## src/design/tod_pkg.sv

```systemverilog
// Shared types and constants of the time-of-day pulse tracker.
// No dependencies; compiled first.
package tod_pkg;

   // operation codes of an input word
   localparam logic [1:0] OP_TICK  = 2'd0;
   localparam logic [1:0] OP_PULSE = 2'd1;
   localparam logic [1:0] OP_LOAD  = 2'd2;

   // field widths
   localparam int unsigned SEC_W   = 17;
   localparam int unsigned MICRO_W = 24;
   localparam int unsigned US_W    = 20;
   localparam int unsigned CNT_W   = 32;

   // configuration port
   localparam int unsigned PADDR_W = 3;
   localparam int unsigned PDATA_W = 32;
   localparam logic        CSR_IDX_LOSS_THRESHOLD = 1'b0;

   // microsecond constants
   localparam logic [MICRO_W-1:0] MICRO_MAX     = 24'hFFFFFF;
   localparam logic [MICRO_W-1:0] THRESH_RESET  = 24'd1000100;
   localparam logic [MICRO_W-1:0] ONE_SECOND_US = 24'd1000000;
   localparam logic [US_W-1:0]    CLAMP_US      = 20'd999999;

   typedef struct packed {
      logic [1:0]       op;
      logic             reference_bit;
      logic [SEC_W-1:0] load_seconds;
   } req_word_type;

   typedef struct packed {
      logic             time_valid;
      logic [SEC_W-1:0] seconds_of_day;
      logic [US_W-1:0]  microseconds;
      logic             clock_loss;
      logic             clock_loss_sticky;
      logic [CNT_W-1:0] interrupt_count;
      logic [CNT_W-1:0] valid_pulse_count;
   } rsp_word_type;

endpackage

```

## src/design/tod_if.sv

```systemverilog
// Valid/ready channel interfaces for the tracker's input and result words.
// Depends on tod_pkg for field widths.
interface tod_req_if;
   import tod_pkg::*;

   logic             valid;
   logic             ready;
   logic [1:0]       op;
   logic             reference_bit;
   logic [SEC_W-1:0] load_seconds;

   modport source (output valid, op, reference_bit, load_seconds, input ready);
   modport sink   (input valid, op, reference_bit, load_seconds, output ready);
endinterface

interface tod_rsp_if;
   import tod_pkg::*;

   logic             valid;
   logic             ready;
   logic             time_valid;
   logic [SEC_W-1:0] seconds_of_day;
   logic [US_W-1:0]  microseconds;
   logic             clock_loss;
   logic             clock_loss_sticky;
   logic [CNT_W-1:0] interrupt_count;
   logic [CNT_W-1:0] valid_pulse_count;

   modport source (output valid, time_valid, seconds_of_day, microseconds, clock_loss,
                   clock_loss_sticky, interrupt_count, valid_pulse_count, input ready);
   modport sink   (input valid, time_valid, seconds_of_day, microseconds, clock_loss,
                   clock_loss_sticky, interrupt_count, valid_pulse_count, output ready);
endinterface

```

## src/design/time_of_day_pulse_tracker_top.sv

```systemverilog
// Top level of the time-of-day pulse tracker: channels, register port, checks.
// Depends on tod_pkg, tod_if, tod_csr and tod_core.
//
// The tracker takes one word per clock unless the result channel stalls and
// answers each with one result word holding the time after that word's update.
// A word passes the input register, which captures the reciprocal multiply for
// a seconds load, then the update stage, which writes the state and the result
// register together. State feedback through the update stage is what holds
// the rate at one word per cycle. The result register parts the two channels,
// so an empty input register takes a new word while a finished result waits.
// The loss threshold sits at byte address 0 of the register port and resets to
// 1000100 microseconds; write it only while no word is in flight.
module time_of_day_pulse_tracker_top #(
   parameter int unsigned SECONDS_PER_DAY = 86400
) (
   input  logic                          clock,
   input  logic                          reset,
   tod_req_if.sink                       req,
   tod_rsp_if.source                     rsp,
   input  logic                          psel,
   input  logic                          penable,
   input  logic                          pwrite,
   input  logic [tod_pkg::PADDR_W-1:0]   paddr,
   input  logic [tod_pkg::PDATA_W-1:0]   pwdata,
   output logic [tod_pkg::PDATA_W-1:0]   prdata,
   output logic                          pready
);
   import tod_pkg::*;

   logic [MICRO_W-1:0] loss_threshold;
   req_word_type       req_word;
   rsp_word_type       rsp_word;

   tod_csr u_csr (
      .clock          (clock),
      .reset          (reset),
      .psel           (psel),
      .penable        (penable),
      .pwrite         (pwrite),
      .paddr          (paddr),
      .pwdata         (pwdata),
      .prdata         (prdata),
      .pready         (pready),
      .loss_threshold (loss_threshold)
   );

   // pack the input word
   assign req_word.op            = req.op;
   assign req_word.reference_bit = req.reference_bit;
   assign req_word.load_seconds  = req.load_seconds;

   tod_core #(
      .SECONDS_PER_DAY (SECONDS_PER_DAY)
   ) u_core (
      .clock          (clock),
      .reset          (reset),
      .loss_threshold (loss_threshold),
      .req_valid      (req.valid),
      .req_ready      (req.ready),
      .req_word       (req_word),
      .rsp_valid      (rsp.valid),
      .rsp_ready      (rsp.ready),
      .rsp_word       (rsp_word)
   );

   // unpack the result word
   assign rsp.time_valid        = rsp_word.time_valid;
   assign rsp.seconds_of_day    = rsp_word.seconds_of_day;
   assign rsp.microseconds      = rsp_word.microseconds;
   assign rsp.clock_loss        = rsp_word.clock_loss;
   assign rsp.clock_loss_sticky = rsp_word.clock_loss_sticky;
   assign rsp.interrupt_count   = rsp_word.interrupt_count;
   assign rsp.valid_pulse_count = rsp_word.valid_pulse_count;

   // seconds always within one day
   a_seconds_range: assert property (@(posedge clock) disable iff (reset)
      rsp.valid |-> (rsp.seconds_of_day < SEC_W'(SECONDS_PER_DAY)))
      else $error("seconds of day out of range");

   // no time shown before a load
   a_seconds_unset: assert property (@(posedge clock) disable iff (reset)
      (rsp.valid && !rsp.time_valid) |-> (rsp.seconds_of_day == '0))
      else $error("seconds shown while time not set");

   // microseconds clamped below one second
   a_micro_clamp: assert property (@(posedge clock) disable iff (reset)
      rsp.valid |-> (rsp.microseconds <= CLAMP_US))
      else $error("microseconds not clamped");

   // a flagged loss is always recorded in the sticky flag
   a_loss_sticky: assert property (@(posedge clock) disable iff (reset)
      (rsp.valid && rsp.clock_loss) |-> rsp.clock_loss_sticky)
      else $error("clock loss without sticky flag");

endmodule

```

## src/design/tod_csr.sv

```systemverilog
// APB-style register block holding the clock-loss threshold.
// Depends on tod_pkg.
module tod_csr (
   input  logic                           clock,
   input  logic                           reset,
   input  logic                           psel,
   input  logic                           penable,
   input  logic                           pwrite,
   input  logic [tod_pkg::PADDR_W-1:0]    paddr,
   input  logic [tod_pkg::PDATA_W-1:0]    pwdata,
   output logic [tod_pkg::PDATA_W-1:0]    prdata,
   output logic                           pready,
   output logic [tod_pkg::MICRO_W-1:0]    loss_threshold
);
   import tod_pkg::*;

   logic [MICRO_W-1:0] thresh_ff;
   logic [MICRO_W-1:0] thresh_in;
   logic               wr_hit;

   // word index sits above the byte offset
   assign wr_hit = psel && penable && pwrite && (paddr[2] == CSR_IDX_LOSS_THRESHOLD);

   always_comb begin
      thresh_in = thresh_ff;
      if (wr_hit) begin
         thresh_in = pwdata[MICRO_W-1:0];
      end
   end

   always_ff @(posedge clock) begin
      if (reset) begin
         thresh_ff <= THRESH_RESET;
      end else begin
         thresh_ff <= thresh_in;
      end
   end

   // read back
   assign prdata = (paddr[2] == CSR_IDX_LOSS_THRESHOLD) ?
                   {{(PDATA_W-MICRO_W){1'b0}}, thresh_ff} : '0;
   assign pready = 1'b1;
   assign loss_threshold = thresh_ff;

endmodule

```

## src/design/tod_core.sv

```systemverilog
// Tracker datapath: input register, state update and result register.
// Depends on tod_pkg.
module tod_core #(
   parameter int unsigned SECONDS_PER_DAY = 86400
) (
   input  logic                          clock,
   input  logic                          reset,
   input  logic [tod_pkg::MICRO_W-1:0]   loss_threshold,
   input  logic                          req_valid,
   output logic                          req_ready,
   input  tod_pkg::req_word_type         req_word,
   output logic                          rsp_valid,
   input  logic                          rsp_ready,
   output tod_pkg::rsp_word_type         rsp_word
);
   import tod_pkg::*;

   // reciprocal for the load reduction: q is floor(x/D) or one below it
   localparam int unsigned RECIP_SHIFT = 32;
   localparam logic [31:0] RECIP = 32'((64'd1 << RECIP_SHIFT) / SECONDS_PER_DAY);
   localparam logic [SEC_W-1:0] DAY_LEN = SEC_W'(SECONDS_PER_DAY);
   localparam int unsigned PROD_W = SEC_W + 32;

   // input stage
   logic               s1_valid_ff;
   req_word_type       s1_word_ff;
   logic [SEC_W-1:0]   s1_quot_ff;
   logic [PROD_W-1:0]  recip_prod;

   // tracker state
   logic [SEC_W-1:0]   seconds_ff, seconds_in;
   logic               seconds_set_ff, seconds_set_in;
   logic [MICRO_W-1:0] micro_ff, micro_in;
   logic               loss_ff, loss_in;
   logic               sticky_ff, sticky_in;
   logic [CNT_W-1:0]   events_ff, events_in;
   logic [CNT_W-1:0]   pulses_ff, pulses_in;

   // result stage
   logic               out_valid_ff;
   rsp_word_type       out_word_ff;
   rsp_word_type       out_word_in;

   logic               out_load;
   logic               s1_fire;
   logic [2*SEC_W-1:0] quot_times_day;
   logic [SEC_W:0]     load_rem;
   logic [SEC_W:0]     load_rem_fix;
   logic [SEC_W:0]     seconds_next;

   // handshake: the result register frees as it is taken
   assign out_load  = !out_valid_ff || rsp_ready;
   assign s1_fire   = s1_valid_ff && out_load;
   assign req_ready = !s1_valid_ff || out_load;

   assign recip_prod = PROD_W'(req_word.load_seconds) * PROD_W'(RECIP);

   always_ff @(posedge clock) begin
      if (reset) begin
         s1_valid_ff <= 1'b0;
      end else if (req_ready) begin
         s1_valid_ff <= req_valid;
      end
   end

   always_ff @(posedge clock) begin
      if (req_ready && req_valid) begin
         s1_word_ff <= req_word;
         s1_quot_ff <= recip_prod[RECIP_SHIFT +: SEC_W];
      end
   end

   // load reduction, at most one correction
   assign quot_times_day = (2*SEC_W)'(s1_quot_ff) * (2*SEC_W)'(DAY_LEN);
   assign load_rem       = (SEC_W+1)'(s1_word_ff.load_seconds) - quot_times_day[SEC_W:0];
   assign load_rem_fix   = (load_rem >= (SEC_W+1)'(DAY_LEN)) ?
                           load_rem - (SEC_W+1)'(DAY_LEN) : load_rem;

   assign seconds_next = (SEC_W+1)'(seconds_ff) + 1'b1;

   // state update for one word
   always_comb begin
      seconds_in     = seconds_ff;
      seconds_set_in = seconds_set_ff;
      micro_in       = micro_ff;
      loss_in        = loss_ff;
      sticky_in      = sticky_ff;
      events_in      = events_ff;
      pulses_in      = pulses_ff;
      case (s1_word_ff.op)
         OP_TICK: begin
            if (micro_ff != MICRO_MAX) begin
               micro_in = micro_ff + 1'b1;
            end
         end
         OP_PULSE: begin
            events_in = events_ff + 1'b1;
            if (s1_word_ff.reference_bit) begin
               pulses_in = pulses_ff + 1'b1;
               if (seconds_set_ff) begin
                  seconds_in = (seconds_next >= (SEC_W+1)'(DAY_LEN)) ?
                               '0 : seconds_next[SEC_W-1:0];
               end
               loss_in   = micro_ff > loss_threshold;
               sticky_in = sticky_ff || loss_in;
               micro_in  = '0;
            end
         end
         OP_LOAD: begin
            seconds_in     = load_rem_fix[SEC_W-1:0];
            seconds_set_in = 1'b1;
         end
         default: begin
         end
      endcase
   end

   // result word from the updated state
   always_comb begin
      out_word_in.time_valid        = seconds_set_in;
      out_word_in.seconds_of_day    = seconds_set_in ? seconds_in : '0;
      if (micro_in > ONE_SECOND_US) begin
         out_word_in.microseconds = CLAMP_US;
      end else if (micro_in == ONE_SECOND_US) begin
         out_word_in.microseconds = '0;
      end else begin
         out_word_in.microseconds = micro_in[US_W-1:0];
      end
      out_word_in.clock_loss        = loss_in;
      out_word_in.clock_loss_sticky = sticky_in;
      out_word_in.interrupt_count   = events_in;
      out_word_in.valid_pulse_count = pulses_in;
   end

   always_ff @(posedge clock) begin
      if (reset) begin
         seconds_ff     <= '0;
         seconds_set_ff <= 1'b0;
         micro_ff       <= '0;
         loss_ff        <= 1'b0;
         sticky_ff      <= 1'b0;
         events_ff      <= '0;
         pulses_ff      <= '0;
      end else if (s1_fire) begin
         seconds_ff     <= seconds_in;
         seconds_set_ff <= seconds_set_in;
         micro_ff       <= micro_in;
         loss_ff        <= loss_in;
         sticky_ff      <= sticky_in;
         events_ff      <= events_in;
         pulses_ff      <= pulses_in;
      end
   end

   // result register
   always_ff @(posedge clock) begin
      if (reset) begin
         out_valid_ff <= 1'b0;
      end else if (out_load) begin
         out_valid_ff <= s1_valid_ff;
      end
   end

   always_ff @(posedge clock) begin
      if (s1_fire) begin
         out_word_ff <= out_word_in;
      end
   end

   assign rsp_valid = out_valid_ff;
   assign rsp_word  = out_word_ff;

endmodule

```

## src/flat_wrapper.sv

```systemverilog
// flat-port wrapper written by rule: the top's interface ports become plain ports
module time_of_day_pulse_tracker_top_flat import tod_pkg::*;
#(
   parameter int unsigned SECONDS_PER_DAY = 86400
)
  (clock, reset, psel, penable, pwrite, paddr, pwdata, prdata, pready, req_valid, req_op, req_reference_bit, req_load_seconds, req_ready, rsp_valid, rsp_time_valid, rsp_seconds_of_day, rsp_microseconds, rsp_clock_loss, rsp_clock_loss_sticky, rsp_interrupt_count, rsp_valid_pulse_count, rsp_ready);
  tod_req_if req_i ();
  tod_rsp_if rsp_i ();
  input  logic clock;
  input  logic reset;
  input  logic psel;
  input  logic penable;
  input  logic pwrite;
  input  logic [tod_pkg::PADDR_W-1:0] paddr;
  input  logic [tod_pkg::PDATA_W-1:0] pwdata;
  output logic [tod_pkg::PDATA_W-1:0] prdata;
  output logic pready;
  input wire logic [$bits(req_i.valid)-1:0] req_valid;
  input wire logic [$bits(req_i.op)-1:0] req_op;
  input wire logic [$bits(req_i.reference_bit)-1:0] req_reference_bit;
  input wire logic [$bits(req_i.load_seconds)-1:0] req_load_seconds;
  output wire logic [$bits(req_i.ready)-1:0] req_ready;
  output wire logic [$bits(rsp_i.valid)-1:0] rsp_valid;
  output wire logic [$bits(rsp_i.time_valid)-1:0] rsp_time_valid;
  output wire logic [$bits(rsp_i.seconds_of_day)-1:0] rsp_seconds_of_day;
  output wire logic [$bits(rsp_i.microseconds)-1:0] rsp_microseconds;
  output wire logic [$bits(rsp_i.clock_loss)-1:0] rsp_clock_loss;
  output wire logic [$bits(rsp_i.clock_loss_sticky)-1:0] rsp_clock_loss_sticky;
  output wire logic [$bits(rsp_i.interrupt_count)-1:0] rsp_interrupt_count;
  output wire logic [$bits(rsp_i.valid_pulse_count)-1:0] rsp_valid_pulse_count;
  input wire logic [$bits(rsp_i.ready)-1:0] rsp_ready;
  assign req_i.valid = req_valid;
  assign req_i.op = req_op;
  assign req_i.reference_bit = req_reference_bit;
  assign req_i.load_seconds = req_load_seconds;
  assign req_ready = req_i.ready;
  assign rsp_valid = rsp_i.valid;
  assign rsp_time_valid = rsp_i.time_valid;
  assign rsp_seconds_of_day = rsp_i.seconds_of_day;
  assign rsp_microseconds = rsp_i.microseconds;
  assign rsp_clock_loss = rsp_i.clock_loss;
  assign rsp_clock_loss_sticky = rsp_i.clock_loss_sticky;
  assign rsp_interrupt_count = rsp_i.interrupt_count;
  assign rsp_valid_pulse_count = rsp_i.valid_pulse_count;
  assign rsp_i.ready = rsp_ready;
  time_of_day_pulse_tracker_top #(.SECONDS_PER_DAY(SECONDS_PER_DAY)) u_core (.clock(clock), .reset(reset), .req(req_i), .rsp(rsp_i), .psel(psel), .penable(penable), .pwrite(pwrite), .paddr(paddr), .pwdata(pwdata), .prdata(prdata), .pready(pready));
endmodule
```

## config.mk

```make
export PLATFORM = sky130hd
export DESIGN_NAME = time_of_day_pulse_tracker_top_flat
export DESIGN_NICKNAME = d
export VERILOG_FILES = /design/src/design/tod_pkg.sv /design/src/design/tod_if.sv /design/src/design/time_of_day_pulse_tracker_top.sv /design/src/design/tod_csr.sv /design/src/design/tod_core.sv /design/src/flat_wrapper.sv
export SDC_FILE = /design/constraint.sdc
export NUM_CORES = 1
export LEC_CHECK = 0
export BUFFER_PORTS_ARGS = -buffer_cell sky130_fd_sc_hd__buf_2
export CORE_ASPECT_RATIO = 0.5
export CORE_UTILIZATION = 30
export CTS_BUF_LIST = sky130_fd_sc_hd__clkbuf_4 sky130_fd_sc_hd__clkbuf_8
export CTS_CLUSTER_DIAMETER = 80
export DETAILED_ROUTE_END_ITERATION = 12
export SLEW_MARGIN = 20
export SYNTH_ARGS = -nofsm -noshare
export SYNTH_HDL_FRONTEND = slang
export SYNTH_HIERARCHICAL = 1
export SYNTH_SLANG_ARGS = --single-unit
export TNS_END_PERCENT = 100
```

## constraint.sdc

```tcl
create_clock -name clock -period 12.57 [get_ports clock]
set_clock_uncertainty 0.15 [all_clocks]
set_input_delay 1.257 -clock clock [delete_from_list [all_inputs] [get_ports clock]]
set_output_delay 1.257 -clock clock [all_outputs]
set_load 0.01 [all_outputs]
```

# After elaboration in Yosys (flattened, before gate mapping)

Cells that the tools add are included.

Bits in registers: 259
Input port bits: 62
Word-level logic and storage cells: 69

$add $sub $neg: 6
Multiply operators: 2
$lt $le $gt $ge: 4
Equal/unequal tests: 4
Mux-type cells: 18
Bitwise operators: 1
Reduce and logical (&&, ||, !) cells: 12

Operators with widths:

| kind                                                                                   | count |
|---|---|
| 32-bit two-way mux                                                                     | 3 |
| 24-bit two-way mux                                                                     | 3 |
| 17-bit two-way mux                                                                     | 4 |
| 32-bit by 1-bit adder with 32-bit output (second input constant)                       | 2 |
| 24-bit one-hot mux with 2 select lines                                                 | 1 |
| 18-bit by 17-bit greater-or-equal comparator with 1-bit output (second input constant) | 2 |
| 17-bit one-hot mux with 2 select lines                                                 | 1 |
| 17-bit by 15-bit multiplier with 32-bit output (second input constant)                 | 1 |
| 24-bit by 1-bit adder with 24-bit output (second input constant)                       | 1 |
| 24-bit by 20-bit == test with 1-bit output (second input constant)                     | 1 |
| 24-bit by 20-bit > comparator with 1-bit output (second input constant)                | 1 |
| 24-bit > comparator                                                                    | 1 |
| 24-bit != test (second input constant)                                                 | 1 |
| 20-bit two-way mux                                                                     | 1 |
| 17-bit by 1-bit adder with 18-bit output (second input constant)                       | 1 |
| 17-bit by 18-bit subtractor with 18-bit output                                         | 1 |
| 17-bit subtractor (second input constant)                                              | 1 |
| 1-bit by 10-bit multiplier with 11-bit output (second input constant)                  | 1 |
| 1-bit logical AND                                                                      | 5 |
| 1-bit two-way mux                                                                      | 5 |
| 1-bit logical OR                                                                       | 3 |
| 2-bit by 1-bit == test with 1-bit output (second input constant)                       | 1 |
| 2-bit == test (second input constant)                                                  | 1 |
| 1-bit logical NOT                                                                      | 2 |
| other kinds (3)                                                                        | 3 |

# Longest topological paths before layout

Depth after elaboration: 6
Depth in mapped cells: 21
Gate-level depth less buffers: 21

# Hierarchy

Netlist, hierarchy kept.

By module, submodules not included:

| module   | times used | cells each | area an instance (µm²) |
|---|---|---|---|
| tod_core | 1          | 1691       | 16236.8 |
| tod_csr  | 1          | 142        | 1300.0 |

# Least setup slack after synthesis

Ideal clock, no wire load.

Kind: input-to-reg
Start: input port req_load_seconds[14]
End: register u_core.u_core.s1_quot_ff[0], data pin
Setup time: 0.271 ns
Data arrival time: 5.632 ns
Path slack: 6.517 ns
Stages: 19
Path buffers: 0
Cells stage by stage: inv_1 fa_1 inv_1 ha_1 ha_1 fa_1 fa_1 inv_1 fa_1 inv_1 ha_1 a21o_1 a21o_1 a21oi_1 o21ai_0 a211oi_1 nor2_1 a2111oi_0 xnor2_1

Longest elaborated chain between the ends: 1

RTL lines:

| item                                           | line               | source |
|---|---|---|
| from (decl)                                    | flat_wrapper.sv:21 | `input wire logic [$bits(req_i.load_seconds)-1:0] req_load_seconds;` |
| 17-bit by 15-bit multiplier with 32-bit output | tod_core.sv:56     | `assign recip_prod = PROD_W'(req_word.load_seconds) * PROD_W'(RECIP);` |
| via u_core.u_core.recip_prod[32]               | tod_core.sv:28     | `logic [PROD_W-1:0] recip_prod;` |
| to (signal assigned)                           | tod_core.sv:69     | `s1_quot_ff <= recip_prod[RECIP_SHIFT +: SEC_W];` |
| to (decl)                                      | tod_core.sv:27     | `logic [SEC_W-1:0] s1_quot_ff;` |

The timed path passes the listed nets, and every way through them passes these cells.
A chain may end at the register's enable or synchronous reset.

# Worst setup path after layout

Same ends and word-level chain as after synthesis.

==> results.py <==
metrics = {
    "run_status": {
        "run_status": "completed",
    },
    "clock_tree": {
        "clk_pin_slew_ps": 50,
        "cts_setup_buffers": 0,
        "clock_latency_ps": 580,
        "htree_levels": 2,
        "cts_inserted_buffers": 45,
        "clockBufferDepth": 3,
        "cts_hold_buffers": 0,
        "cts_tree": "done",
        "cts_resized": 0,
        "cts_sinks": 259,
        "cts.root.buffer_cell": "clkbuf_8",
    },
    "synthesis": {
        "syn_area_per_cell_sq_um": 9.57,
        "synth_cell_types": 85,
        "ys_ff_latch": 259,
        "synth_top_area_share_pct": 21.4,
        "synth_ff_type": "dfxtp_1",
        "synth_top_area_cell": "edfxtp_1",
        "synth_area_leaders": "edfxtp_1 (21%), dfxtp_1 (15%), ha_1 (13%)",
        "synth_edf_count": 125,
        "synth-async-reset-ratio_pct": 0,
        "syn_inst": 1833,
        "ys.warnings.count": 6,
        "netlist_area_sq_um": 17500,
        "yosysSeqAreaShare_pct": 36.7,
    },
    "floorplan": {
        "rows": 62,
        "die_h_um": 173,
        "pin_count": 201,
        "die-area_sq_um": 59500,
        "die_x_um": 344,
        "coreArea_sq_um": 57600,
        "initial_utilization_pct": 30.5,
    },
    "detailed_routing": {
        "dr.pass1.iters": 7,
        "post_drt_wl_per_cell_um": 14.8,
        "detail-route-antenna-nets": 0,
        "wirelength_mm": 41.2,
        "viasPerCell": 4.86,
        "drt_first_iter_violations": 759,
        "drc": 0,
        "vias": 13500,
    },
    "timing": {
        "slew_headroom_pct": 28.6,
        "slew_violations": 0,
        "fin_crit_ps": 6290,
        "rsz0062_at_grt": "no",
        "worst_pin_slew_ps": 1070,
        "finalSetupViolCount": 0,
        "fin_ws_ps": 6280,
        "max_freq_ghz": 0.159,
        "fin_crit_sh_pct": 50.0,
        "hold_viol": 0,
        "finalSetupTns_ps": 0,
    },
    "layout": {
        "n_antenna_cell": 0,
        "fin_util_pct": 34.8,
        "num-fill-cells": 5913,
        "drive_above_1_share_pct": 14.7,
        "nets": 2278,
        "area_delta_synth_final_pct": 14.1,
    },
    "placed_design": {
        "dp_hpwl_mm": 29.9,
        "place_congestion": 0.871,
        "pre_cts_slack_ps": 5800,
        "io_buffers": 181,
    },
    "global_route": {
        "grt_usage_pct": 13.7,
        "grt_pass1_wl_mm": 67.2,
        "overflow": 0,
        "grt_pass1_vias": 13100,
        "grt_max_degree": 84,
        "antenna_found_initial": 1,
    },
    "critical_path": {
        "reg2reg_to": "u_core/u_core/rsp_word[80]$_SDFFCE_PN1P_",
        "crit_type": "in -> reg",
        "start_kind": "input port",
        "cp_slowest_cell": "a2111oi_0",
        "regToRegSetupSlack_ps": 7990,
        "critPathArrivalTime_ps": 6440,
        "crit_path_end_kind": "flip-flop",
        "reg2reg_depth": 10,
        "crit_buf_inv": 5,
        "cp_cell_sequence": "buf_2 > inv_1 > fa_1 > inv_1 > ha_1 > ha_1 > fa_1 > fa_1 > inv_1 > fa_1 > inv_1 > ha_1 > a21o_1 > a21o_1 > a21oi_1 > o21ai_0 > a211oi_1 > nor2_1 > a2111oi_0 > xnor2_1",
        "r2r-start": "u_core/u_core/s1_word_ff[19]$_DFFE_PP_",
        "max_stage_delay_ps": 680,
        "required_ps": 12720,
        "cp_max_fo": 5,
        "cp_top_family": "adder cells",
    },
    "job": {
        "cap_violations": 0,
    },
    "hold_path": {
        "worstHoldEndpoint": "u_core/u_core/sticky_ff$_SDFFE_PP0P_",
        "min_from": "u_core/u_core/sticky_ff$_SDFFE_PP0P_",
        "whs_path_depth": 2,
        "hold_path.class": "reg -> reg",
    },
    "power_and_ir_drop": {
        "power_leakage_nw": 8.30,
        "ir_worst_vdd_mv": 0.0573,
        "power.density_nw_per_um2": 120,
    },
}
==> worst reg2reg max path, cell delays in order, from the launching register on <==
cell	delay (ps)
edfxtp_1	400
inv_1	90
ha_1	650
nand2_1	440
o21a_1	360
or4_1	570
a31oi_1	410
a211o_2	220
a2111oi_1	80
a211oi_2	740
a21oi_1	190
==> metal layers <==
| metal | vias to the layer above | GRT usage (%) | part of all wire, % |
|---|---|---|---|
| met5 | - | 0 | 0.034 |
| met4 | 2 | 4.17 | 2.5 |
| met3 | 68 | 1.91 | 3.8 |
| met2 | 242 | 24.7 | 51 |
| met1 | 6467 | 16.8 | 43 |
| li1 | 6744 | - | - |
==> worst max path at each step <==
stage,startpoint,end,slack [ps],depth (start not counted)
global route,req_load_seconds[14],u_core/u_core/s1_quot_ff[0]$_DFFE_PP_,6100,20
detailed placement,req_load_seconds[14],u_core/u_core/s1_quot_ff[0]$_DFFE_PP_,5800,20
CTS,req_load_seconds[14],u_core/u_core/s1_quot_ff[0]$_DFFE_PP_,6390,20
finish,req_load_seconds[14],u_core/u_core/s1_quot_ff[0]$_DFFE_PP_,6280,20
floorplan,req_load_seconds[14],u_core/u_core/s1_quot_ff[0]$_DFFE_PP_,6520,19
global placement,req_load_seconds[14],u_core/u_core/s1_quot_ff[0]$_DFFE_PP_,5760,20
==> metrics by stage <==
| step | instances | area (sq um) | hold WS (ps) | total power [mW] |
|---|---|---|---|---|
| after global routing | 2783 | 20000 | 332 | 2.58 |
| after detailed placement | 2700 | 19000 | 300 | 1.57 |
| after global placement | 2700 | 19000 | 291 | 1.57 |
| final | 2783 | 20000 | 308 | 2.39 |
| after CTS | 2783 | 20000 | 308 | 2.43 |
| after floorplan | 1840 | 17600 | 281 | 1.42 |
==> layout make-up <==
type / instances / area (sq um) / area share (%)
flip-flops and latches: 259 / 6440 / 32.2
clock inverters: 22 / 210 / 1.05
inverters: 157 / 594 / 2.97
multi-input cells: 1326 / 10100 / 50.3
repair buffers: 190 / 976 / 4.88
clock buffers: 61 / 771 / 3.85
well taps: 768 / 961 / 4.80
==> cell usage in the layout, fill, tap and decap left out, drive strengths merged, types with 8 or more instances in the layout <==
cell type	n
a31oi	23
dfxtp	134
a211oi	15
or3	20
xor2	67
inv	159
nand3	51
clkinv	16
a32o	10
xnor2	62
o211ai	11
ha	181
a21o	19
nor2	144
clkbuf	61
nand2	135
and4	10
or4	11
o21ai	88
nor3	29
a21oi	90
nand4	38
buf	190
and3	20
and2	19
nand2b	39
edfxtp	125
nor2b	30
a22oi	8
fa	56
nor4	20
conb	9
mux2i	27
==> sequential cells by signal (all words and copies together), names as in the netlist, 17 cells and up <==
signal                       cells
u_core/u_core/events_ff         32
u_core/u_core/seconds_ff        17
u_core/u_csr/loss_threshold     24
u_core/u_core/micro_ff          24
u_core/u_core/s1_word_ff        20
u_core/u_core/rsp_word         104
u_core/u_core/pulses_ff         32
==> logic make-up (layout without fill, tap and decap cells) <==
logic type,Yosys count,count (layout),share of synthesized area [%]
AO/OA/AOI/OAI,330,330,12.1
XOR/XNOR,129,129,6.44
flip-flops,259,259,36.7
AND/OR/NAND/NOR,591,591,17.6
multiplexers,30,30,1.73
adder cells (fa/ha/maj),237,237,19.3
other,2,9,0.0428
buffers and inverters,255,430,6.09
==> synthesized netlist by cell type (5+ instances only) <==
cell type  count
nand2b_1      39
nor2_1       144
and3_1        20
a31oi_1       23
nand3_1       51
xnor2_1       62
or2_2          6
buf_4         12
nand2_1      135
o21a_1         5
a211oi_1      14
nor2b_1       30
mux2i_1       27
o211ai_1      11
a32o_1        10
dfxtp_1      134
and4_1        10
or3_1         20
o31ai_1        5
nand4_1       35
or4_1         10
nor4_1        17
a21o_1        19
nor3_1        29
clkbuf_1      62
a22oi_1        8
fa_1          56
a311oi_1       5
o21ai_0       87
xor2_1        67
buf_2         15
inv_1        156
edfxtp_1     125
a21oi_1       90
o41ai_1        5
buf_1          5
ha_1         181
and2_1        19
==> report_power, final <==
group / internal (mW) / total (mW) / switching [mW]
combinational: 0.262 / 0.618 / 0.356
sequential: 0.913 / 0.934 / 0.0209
clock: 0.483 / 0.840 / 0.357
No activity file was read; power rests on OpenSTA's default activity.
